===== src/rtl/rvd_pkg.sv =====
// ----------------------------------------------------------------------------
// rvd_pkg
// Shared types and constants of the radial vignette darkening pipeline.
// ----------------------------------------------------------------------------
package rvd_pkg;

  localparam int DIM_W   = 13;  // frame dimension register width
  localparam int COORD_W = 12;  // pixel coordinate width
  localparam int CH_W    = 8;   // color channel width
  localparam int R0_W    = 12;  // inner radius width
  localparam int SPAN_W  = 11;  // span width, rmax - r0 stays below 2^11
  localparam int D2_W    = 26;  // squared distance, padded to an even width
  localparam int ROOT_W  = D2_W / 2;
  localparam int M58_W   = 18;  // rmax * 58
  localparam int NUM_W   = SPAN_W + CH_W;  // t * max_opacity

  // floor(n / 100) = (n * R0_RECIP) >> R0_SHIFT for n below 2^18
  localparam int R0_FACTOR = 58;
  localparam int R0_RECIP_W = 19;
  localparam logic [R0_RECIP_W-1:0] R0_RECIP = 19'd335545;
  localparam int R0_SHIFT = 25;

  // floor(p / 255) = (p * DIV255_RECIP) >> DIV255_SHIFT for p up to 255 * 255
  localparam logic [15:0] DIV255_RECIP = 16'd32897;
  localparam int DIV255_SHIFT = 23;

  localparam logic [CH_W-1:0] FULL_SCALE = 8'd255;

  // configuration register indexes
  localparam int CFG_IDX_W = 2;
  localparam logic [CFG_IDX_W-1:0] REG_FRAME_WIDTH  = 2'd0;
  localparam logic [CFG_IDX_W-1:0] REG_FRAME_HEIGHT = 2'd1;
  localparam logic [CFG_IDX_W-1:0] REG_MAX_OPACITY  = 2'd2;

  localparam logic [DIM_W-1:0] FRAME_WIDTH_RST  = 13'd1024;
  localparam logic [DIM_W-1:0] FRAME_HEIGHT_RST = 13'd768;
  localparam logic [CH_W-1:0]  MAX_OPACITY_RST  = 8'd0;

  typedef struct packed {
    logic [CH_W-1:0] red;
    logic [CH_W-1:0] green;
    logic [CH_W-1:0] blue;
  } rgb_t;

  // per-pixel data that rides alongside the distance computation
  typedef struct packed {
    rgb_t              rgb;
    logic [R0_W-1:0]   r0;
    logic [SPAN_W-1:0] span;
    logic [CH_W-1:0]   opacity;
  } side_t;

endpackage


===== src/rtl/rvd_geom.sv =====
// ----------------------------------------------------------------------------
// rvd_geom
// Centre offsets, squared distance, inner radius and span (four stages).
// ----------------------------------------------------------------------------
module rvd_geom
  import rvd_pkg::*;
#(
  parameter int MAX_DIM = 4096
) (
  input  logic               clk,
  input  logic               rst,
  input  logic               en,
  input  logic               in_vld,
  input  logic [COORD_W-1:0] x,
  input  logic [COORD_W-1:0] y,
  input  rgb_t               rgb,
  input  logic [DIM_W-1:0]   frame_width,
  input  logic [DIM_W-1:0]   frame_height,
  input  logic [CH_W-1:0]    max_opacity,
  output logic               out_vld,
  output logic [D2_W-1:0]    d2,
  output side_t              side
);

  localparam logic [DIM_W-1:0] DIM_CAP =
    (MAX_DIM > 8191) ? 13'd8191 : DIM_W'(MAX_DIM);

  // stage 1
  logic [DIM_W-1:0]   w_sat;
  logic [DIM_W-1:0]   h_sat;
  logic [COORD_W-1:0] cx;
  logic [COORD_W-1:0] cy;
  logic [COORD_W:0]   dx;
  logic [COORD_W:0]   dy;
  logic               vld1;
  logic [COORD_W-1:0] adx1;
  logic [COORD_W-1:0] ady1;
  logic [COORD_W-1:0] rmax1;
  logic [CH_W-1:0]    opacity1;
  rgb_t               rgb1;

  // stage 2
  logic                   vld2;
  logic [2*COORD_W-1:0]   sqx2;
  logic [2*COORD_W-1:0]   sqy2;
  logic [M58_W-1:0]       m58_2;
  logic [COORD_W-1:0]     rmax2;
  logic [CH_W-1:0]        opacity2;
  rgb_t                   rgb2;

  // stage 3
  logic                          vld3;
  logic [D2_W-1:0]               d2_3;
  logic [M58_W+R0_RECIP_W-1:0]   prod3;
  logic [COORD_W-1:0]            rmax3;
  logic [CH_W-1:0]               opacity3;
  rgb_t                          rgb3;

  logic [R0_W-1:0]   r0_next;
  logic [COORD_W-1:0] span_full;

  always_comb begin
    w_sat = (frame_width  > DIM_CAP) ? DIM_CAP : frame_width;
    h_sat = (frame_height > DIM_CAP) ? DIM_CAP : frame_height;
    cx = w_sat[DIM_W-1:1];
    cy = h_sat[DIM_W-1:1];
    dx = {1'b0, x} - {1'b0, cx};
    dy = {1'b0, y} - {1'b0, cy};
  end

  assign r0_next   = prod3[M58_W+R0_RECIP_W-1:R0_SHIFT];
  assign span_full = rmax3 - r0_next;

  always_ff @(posedge clk) begin
    if (rst) begin
      vld1    <= 1'b0;
      vld2    <= 1'b0;
      vld3    <= 1'b0;
      out_vld <= 1'b0;
    end else if (en) begin
      vld1    <= in_vld;
      vld2    <= vld1;
      vld3    <= vld2;
      out_vld <= vld3;
    end
  end

  always_ff @(posedge clk) begin
    if (en) begin
      // stage 1: offsets from the centre, magnitudes only
      adx1     <= dx[COORD_W] ? COORD_W'(-dx) : dx[COORD_W-1:0];
      ady1     <= dy[COORD_W] ? COORD_W'(-dy) : dy[COORD_W-1:0];
      rmax1    <= (cx > cy) ? cx : cy;
      opacity1 <= max_opacity;
      rgb1     <= rgb;
      // stage 2: squares and rmax * 58
      sqx2     <= adx1 * adx1;
      sqy2     <= ady1 * ady1;
      m58_2    <= M58_W'(rmax1 * R0_FACTOR);
      rmax2    <= rmax1;
      opacity2 <= opacity1;
      rgb2     <= rgb1;
      // stage 3: sum of squares, reciprocal multiply for the divide by 100
      d2_3     <= D2_W'(sqx2) + D2_W'(sqy2);
      prod3    <= m58_2 * R0_RECIP;
      rmax3    <= rmax2;
      opacity3 <= opacity2;
      rgb3     <= rgb2;
      // stage 4: inner radius and span
      d2           <= d2_3;
      side.r0      <= r0_next;
      side.span    <= span_full[SPAN_W-1:0];
      side.opacity <= opacity3;
      side.rgb     <= rgb3;
    end
  end

endmodule


===== src/rtl/rvd_sqrt.sv =====
// ----------------------------------------------------------------------------
// rvd_sqrt
// Pipelined floor square root, one result bit per step,
// thirteen steps spread over four stages.
// ----------------------------------------------------------------------------
module rvd_sqrt
  import rvd_pkg::*;
(
  input  logic              clk,
  input  logic              rst,
  input  logic              en,
  input  logic              in_vld,
  input  logic [D2_W-1:0]   d2,
  input  side_t             in_side,
  output logic              out_vld,
  output logic [ROOT_W-1:0] root,
  output side_t             out_side
);

  localparam int NSTAGE = 4;

  typedef struct packed {
    logic [D2_W-1:0]   v;
    logic [15:0]       rem;
    logic [ROOT_W-1:0] root;
  } sq_t;

  function automatic sq_t sq_step(sq_t s);
    sq_t         o;
    logic [15:0] rem;
    logic [14:0] trial;
    rem   = {s.rem[13:0], s.v[D2_W-1:D2_W-2]};
    trial = {s.root, 2'b01};
    o.v   = {s.v[D2_W-3:0], 2'b00};
    if (rem >= {1'b0, trial}) begin
      o.rem  = rem - {1'b0, trial};
      o.root = {s.root[ROOT_W-2:0], 1'b1};
    end else begin
      o.rem  = rem;
      o.root = {s.root[ROOT_W-2:0], 1'b0};
    end
    return o;
  endfunction

  sq_t   sq   [NSTAGE+1];
  logic  vld  [NSTAGE+1];
  side_t side [NSTAGE+1];

  assign sq[0].v    = d2;
  assign sq[0].rem  = '0;
  assign sq[0].root = '0;
  assign vld[0]     = in_vld;
  assign side[0]    = in_side;

  for (genvar s = 0; s < NSTAGE; s++) begin : g_stage
    localparam int CNT = (s == 0) ? 4 : 3;
    sq_t nxt;

    always_comb begin
      nxt = sq[s];
      for (int j = 0; j < CNT; j++) begin
        nxt = sq_step(nxt);
      end
    end

    always_ff @(posedge clk) begin
      if (rst) begin
        vld[s+1] <= 1'b0;
      end else if (en) begin
        vld[s+1] <= vld[s];
      end
    end

    always_ff @(posedge clk) begin
      if (en) begin
        sq[s+1]   <= nxt;
        side[s+1] <= side[s];
      end
    end
  end

  assign out_vld  = vld[NSTAGE];
  assign root     = sq[NSTAGE].root;
  assign out_side = side[NSTAGE];

endmodule


===== src/rtl/rvd_div.sv =====
// ----------------------------------------------------------------------------
// rvd_div
// Opacity from the distance past the inner radius: clamp, scale and
// divide by the span over three stages.
// ----------------------------------------------------------------------------
module rvd_div
  import rvd_pkg::*;
(
  input  logic              clk,
  input  logic              rst,
  input  logic              en,
  input  logic              in_vld,
  input  logic [ROOT_W-1:0] r,
  input  side_t             side,
  output logic              out_vld,
  output logic [CH_W-1:0]   alpha,
  output rgb_t              out_rgb
);

  // stage 1
  logic              pass;
  logic [ROOT_W-1:0] t_full;
  logic [SPAN_W-1:0] t_clip;
  logic              vld1;
  logic [NUM_W-1:0]  rem1;
  logic [SPAN_W-1:0] dvs1;
  rgb_t              rgb1;

  // stage 2
  logic              vld2;
  logic [NUM_W-1:0]  rem2;
  logic [SPAN_W-1:0] dvs2;
  logic [3:0]        qhi2;
  rgb_t              rgb2;

  logic [NUM_W-1:0]  rem_a;
  logic [3:0]        q_a;
  logic [NUM_W-1:0]  rem_b;
  logic [3:0]        q_b;

  always_comb begin
    pass   = (side.span == '0) || ({1'b0, side.r0} >= r);
    t_full = r - {1'b0, side.r0};
    t_clip = (t_full > ROOT_W'(side.span)) ? side.span : t_full[SPAN_W-1:0];
  end

  // quotient is below 256 since t never exceeds span, so eight steps suffice
  always_comb begin
    rem_a = rem1;
    q_a   = '0;
    for (int i = 7; i >= 4; i--) begin
      if (rem_a >= (NUM_W'(dvs1) << i)) begin
        rem_a = rem_a - (NUM_W'(dvs1) << i);
        q_a[i-4] = 1'b1;
      end
    end
    rem_b = rem2;
    q_b   = '0;
    for (int i = 3; i >= 0; i--) begin
      if (rem_b >= (NUM_W'(dvs2) << i)) begin
        rem_b = rem_b - (NUM_W'(dvs2) << i);
        q_b[i] = 1'b1;
      end
    end
  end

  always_ff @(posedge clk) begin
    if (rst) begin
      vld1    <= 1'b0;
      vld2    <= 1'b0;
      out_vld <= 1'b0;
    end else if (en) begin
      vld1    <= in_vld;
      vld2    <= vld1;
      out_vld <= vld2;
    end
  end

  always_ff @(posedge clk) begin
    if (en) begin
      // a zero numerator over one gives zero opacity for passing pixels
      rem1    <= pass ? '0 : t_clip * side.opacity;
      dvs1    <= pass ? SPAN_W'(1) : side.span;
      rgb1    <= side.rgb;
      rem2    <= rem_a;
      dvs2    <= dvs1;
      qhi2    <= q_a;
      rgb2    <= rgb1;
      alpha   <= {qhi2, q_b};
      out_rgb <= rgb2;
    end
  end

endmodule


===== src/rtl/rvd_shade.sv =====
// ----------------------------------------------------------------------------
// rvd_shade
// Scales each channel by (255 - alpha) / 255; the last stage is the
// result register.
// ----------------------------------------------------------------------------
module rvd_shade
  import rvd_pkg::*;
(
  input  logic            clk,
  input  logic            rst,
  input  logic            en,
  input  logic            in_vld,
  input  logic [CH_W-1:0] alpha,
  input  rgb_t            in_rgb,
  output logic            out_vld,
  output rgb_t            out_rgb
);

  logic [CH_W-1:0]   inv;
  logic              vld1;
  logic [2*CH_W-1:0] pr1;
  logic [2*CH_W-1:0] pg1;
  logic [2*CH_W-1:0] pb1;
  logic [31:0]       qr;
  logic [31:0]       qg;
  logic [31:0]       qb;

  assign inv = FULL_SCALE - alpha;

  // divide by 255 through a reciprocal multiply, exact up to 255 * 255
  assign qr = pr1 * DIV255_RECIP;
  assign qg = pg1 * DIV255_RECIP;
  assign qb = pb1 * DIV255_RECIP;

  always_ff @(posedge clk) begin
    if (rst) begin
      vld1    <= 1'b0;
      out_vld <= 1'b0;
    end else if (en) begin
      vld1    <= in_vld;
      out_vld <= vld1;
    end
  end

  always_ff @(posedge clk) begin
    if (en) begin
      pr1 <= in_rgb.red   * inv;
      pg1 <= in_rgb.green * inv;
      pb1 <= in_rgb.blue  * inv;
      out_rgb.red   <= qr[DIV255_SHIFT+CH_W-1:DIV255_SHIFT];
      out_rgb.green <= qg[DIV255_SHIFT+CH_W-1:DIV255_SHIFT];
      out_rgb.blue  <= qb[DIV255_SHIFT+CH_W-1:DIV255_SHIFT];
    end
  end

endmodule


===== src/rtl/radial_vignette_pixel_darken_unit.sv =====
// ----------------------------------------------------------------------------
// radial_vignette_pixel_darken_unit
// Darkens streamed RGB pixels by a radial vignette around the frame centre.
// ----------------------------------------------------------------------------
//  channel  signals                            direction  transfer when
//  cfg      cfg_valid/ready, cfg_index, data   in         valid & ready
//  pixel    pix_valid/stall, pix_x/y, in_rgb   in         valid & !stall
//  result   res_valid/stall, out_rgb           out        valid & !stall
//
//  one pixel per clock unless a held result stalls; the depth comes from the
//  geometry, the 13-step square root, the 8-step span divide and shading stages
//  rst is synchronous and resets valid bits and configuration registers
//  a held result stalls the whole pipeline, so pix_stall = res_valid & res_stall
//  cfg_ready stays high; the user writes registers while the pipeline is empty
// ----------------------------------------------------------------------------
module radial_vignette_pixel_darken_unit
  import rvd_pkg::*;
#(
  parameter int MAX_DIM = 4096
) (
  input  logic                 clk,
  input  logic                 rst,
  input  logic                 cfg_valid,
  output logic                 cfg_ready,
  input  logic [CFG_IDX_W-1:0] cfg_index,
  input  logic [DIM_W-1:0]     cfg_data,
  input  logic                 pix_valid,
  output logic                 pix_stall,
  input  logic [COORD_W-1:0]   pix_x,
  input  logic [COORD_W-1:0]   pix_y,
  input  logic [CH_W-1:0]      in_red,
  input  logic [CH_W-1:0]      in_green,
  input  logic [CH_W-1:0]      in_blue,
  output logic                 res_valid,
  input  logic                 res_stall,
  output logic [CH_W-1:0]      out_red,
  output logic [CH_W-1:0]      out_green,
  output logic [CH_W-1:0]      out_blue
);

  logic [DIM_W-1:0] frame_width;
  logic [DIM_W-1:0] frame_height;
  logic [CH_W-1:0]  max_opacity;

  logic              en;
  rgb_t              in_rgb;
  logic              geom_vld;
  logic [D2_W-1:0]   geom_d2;
  side_t             geom_side;
  logic              sqrt_vld;
  logic [ROOT_W-1:0] sqrt_root;
  side_t             sqrt_side;
  logic              div_vld;
  logic [CH_W-1:0]   div_alpha;
  rgb_t              div_rgb;
  rgb_t              res_rgb;

  assign cfg_ready = 1'b1;
  assign en        = !(res_valid && res_stall);
  assign pix_stall = !en;

  assign in_rgb.red   = in_red;
  assign in_rgb.green = in_green;
  assign in_rgb.blue  = in_blue;

  always_ff @(posedge clk) begin
    if (rst) begin
      frame_width  <= FRAME_WIDTH_RST;
      frame_height <= FRAME_HEIGHT_RST;
      max_opacity  <= MAX_OPACITY_RST;
    end else if (cfg_valid && cfg_ready) begin
      case (cfg_index)
        REG_FRAME_WIDTH:  frame_width  <= cfg_data;
        REG_FRAME_HEIGHT: frame_height <= cfg_data;
        REG_MAX_OPACITY:  max_opacity  <= cfg_data[CH_W-1:0];
        default: ;
      endcase
    end
  end

  rvd_geom #(
    .MAX_DIM(MAX_DIM)
  ) u_geom (
    .clk          (clk),
    .rst          (rst),
    .en           (en),
    .in_vld       (pix_valid),
    .x            (pix_x),
    .y            (pix_y),
    .rgb          (in_rgb),
    .frame_width  (frame_width),
    .frame_height (frame_height),
    .max_opacity  (max_opacity),
    .out_vld      (geom_vld),
    .d2           (geom_d2),
    .side         (geom_side)
  );

  rvd_sqrt u_sqrt (
    .clk      (clk),
    .rst      (rst),
    .en       (en),
    .in_vld   (geom_vld),
    .d2       (geom_d2),
    .in_side  (geom_side),
    .out_vld  (sqrt_vld),
    .root     (sqrt_root),
    .out_side (sqrt_side)
  );

  rvd_div u_div (
    .clk     (clk),
    .rst     (rst),
    .en      (en),
    .in_vld  (sqrt_vld),
    .r       (sqrt_root),
    .side    (sqrt_side),
    .out_vld (div_vld),
    .alpha   (div_alpha),
    .out_rgb (div_rgb)
  );

  rvd_shade u_shade (
    .clk     (clk),
    .rst     (rst),
    .en      (en),
    .in_vld  (div_vld),
    .alpha   (div_alpha),
    .in_rgb  (div_rgb),
    .out_vld (res_valid),
    .out_rgb (res_rgb)
  );

  assign out_red   = res_rgb.red;
  assign out_green = res_rgb.green;
  assign out_blue  = res_rgb.blue;

endmodule


===== config.mk =====
export PLATFORM = sky130hd
export DESIGN_NAME = radial_vignette_pixel_darken_unit
export DESIGN_NICKNAME = d
export VERILOG_FILES = /design/src/rtl/rvd_pkg.sv /design/src/rtl/rvd_geom.sv /design/src/rtl/rvd_sqrt.sv /design/src/rtl/rvd_div.sv /design/src/rtl/rvd_shade.sv /design/src/rtl/radial_vignette_pixel_darken_unit.sv
export SDC_FILE = /design/constraint.sdc
export NUM_CORES = 2
export LEC_CHECK = 0
export BUFFER_PORTS_ARGS = -buffer_cell sky130_fd_sc_hd__buf_4
export CAP_MARGIN = 20
export CORE_MARGIN = 2
export CORE_UTILIZATION = 50
export CTS_BUF_LIST = sky130_fd_sc_hd__clkbuf_8 sky130_fd_sc_hd__clkbuf_16
export DETAILED_ROUTE_END_ITERATION = 8
export GPL_TIMING_DRIVEN = 0
export PLACE_DENSITY = 0.78
export SYNTH_ARGS = -nofsm -noshare
export SYNTH_HDL_FRONTEND = slang
export SYNTH_HIERARCHICAL = 1
export SYNTH_SLANG_ARGS = --single-unit

===== constraint.sdc =====
create_clock -name clk -period 24.2 [get_ports clk]
set_input_delay 0 -clock clk [delete_from_list [all_inputs] [get_ports clk]]
set_output_delay 0 -clock clk [all_outputs]
set_load 0.05 [all_outputs]

==> results.ini <==
[outcome]
outcome=finished, final reports clean

[route]
wl_per_cell_um=16.4
via_per_inst=5.39
wirelength_um=144000
drcViolationCount=0
first_pass_iters=5
via_count=47300
drt_iter0_drc=2524
ant_nets=0

[setup_path]
worstPathRequired_ns=24.65
reg2reg_slack_ns=12.34
rr_worst_depth=47
path_max_fanout=10
r2r_start=u_div/rem2[3]
cp_data_arrival_time_ns=12.31
cpPeakStageDelay_ns=0.59
worstReg2RegEnd=u_div/alpha[0]
start_kind=register
path_class=register to register
path_common_cell=a21oi_1
crit_slowest_cell=a2111oi_0
endpoint_kind=register

[final_layout]
syn_to_final_growth_pct=10.5
fillers=11800
antenna_cells=0
drive_gt1_frac=0.0769
final_util=0.556
layout.nets=8232

[synthesis]
avgSynthCellArea_sq_um=11.1
ys_warn_count=6
synthCells=6484
synth_nets=7931
synthesis.area_sq_um=72100

[sta]
hold_viol_final=0
slew_violations=0
worst_slew_pin_slew_ns=0.904
fin_crit_sh=0.490
fmax_ghz=0.0843
finalClockSkew_ns=0.0308
rsz0062_at_grt=false
setup_violations=0
relSlewSlack=0.380
fin_setup_tns_ns=0
fin_crit_ns=11.86

[floorplanning]
die-area_sq_um=147000
fp-row-count=139
initial_core_util=0.503
core_sq_um=143000
ios=95
die_h_um=384
die_x_um=384

[clocking]
clk_pin_slew_worst_paths_ns=0.06
cts_tree=yes
clockBufferDepth=3
cts.sinks=925
cts-root-buf=clkbuf_16
htree_levels=3
clk_latency_ns=0.72
numCtsBuffers=99
cts_resized=0

[global_routing]
grt_pass1_vias=49000
antenna_found_initial=0
grt_pass1_wl_um=239000
grtUsageTotal=0.198
grt_max_degree=136
overflow=0

[job]
cap_viol_max_count=0

[placed_design]
dp_hpwl_um=109000
place.gp.congestion=0.901
port_buffers=93

[min_path]
worstHoldStart=in_red[1]
hp-class=primary input to register
hold_depth=2
holdPathEnd=u_geom/rgb1[17]

metal layers:
metal	wire length, um	GRT usage	vias up	part of all wire
met5	0	0	-	0
met4	4100	0.0611	0	0.028
met3	5840	0.0247	251	0.040
met2	73200	0.355	1036	0.51
met1	61100	0.247	23100	0.42
li1	-	-	22900	-
metrics by stage:
stage | setup WS, ns | hold WS (ns) | std cells | instance area (sq um)
floorplan | 9.86 | 0.0724 | 6484 | 72100
global placement | 8.35 | 0.178 | 8480 | 75100
detailed placement | 12.48 | 0.180 | 8488 | 75300
CTS | 12.39 | 0.00713 | 8772 | 79700
global route | 11.32 | 0.0276 | 8772 | 79700
finish | 12.34 | 0.0514 | 8772 | 79700
worst max path at each step:
stage	endpoint	slack, ns	cells after the start	startpoint
after floorplan	pix_stall	9.86	2	u_shade/out_vld
after global placement	u_div/rgb2[1]	8.35	1	u_shade/out_vld
after detailed placement	u_div/alpha[0]	12.48	47	u_div/rem2[3]
after CTS	u_div/alpha[0]	12.39	47	u_div/rem2[3]
after global routing	u_div/alpha[0]	11.32	46	u_div/rem2[3]
final	u_div/alpha[0]	12.34	47	u_div/rem2[3]
placed cells by master, fill, tap and decap left out, types with 84 or more instances in the layout:
| cell type | instances |
|---|---|
| xor2_1 | 100 |
| nor2_1 | 290 |
| a21o_1 | 126 |
| xnor2_1 | 244 |
| nor2b_1 | 226 |
| buf_4 | 165 |
| nor3_1 | 84 |
| a21oi_1 | 290 |
| edfxtp_1 | 880 |
| nand2b_1 | 148 |
| and2_1 | 124 |
| clkbuf_16 | 99 |
| fa_1 | 462 |
| nand2_1 | 349 |
| ha_1 | 917 |
| o21ai_0 | 181 |
| dlygate4sd3_1 | 99 |
| inv_1 | 989 |
state kept, by name (all words and copies together) (netlist names), 25 cells and up:
register	flops
u_geom/d2	25
u_geom/d2_3	25
u_geom/side	55
u_sqrt/out_side	55
u_sqrt/side	165
u_sqrt/sq	81
final cells by class:
cell class / count / area [sq um] / area share
buffer: 172 / 975 / 0.0122
clock buffer: 99 / 2480 / 0.0311
clock inverter: 86 / 840 / 0.0105
inverter: 982 / 3700 / 0.0465
multi-input combinational: 4405 / 40100 / 0.503
sequential: 925 / 27300 / 0.343
tap: 1903 / 2380 / 0.0299
timing repair buffer: 200 / 1890 / 0.0237
critical path: cells and delay by family, from the launching register on:
family          cells  cell delay (ns)
compound gates     23             5.77
fa+ha+maj           5             1.47
buf+inv             5             1.05
flops               1             0.41
mux                 1             0.28
simple gates       13             2.63
repair_timing:
action / CTS / global route
setup buffers: 0 / 0
hold endpoints to repair: 89 / 0
hold buffers: 99 / 0
Power is not shown: default switching activity piles up to over one toggle a cycle in this logic, so the estimate is an artifact.
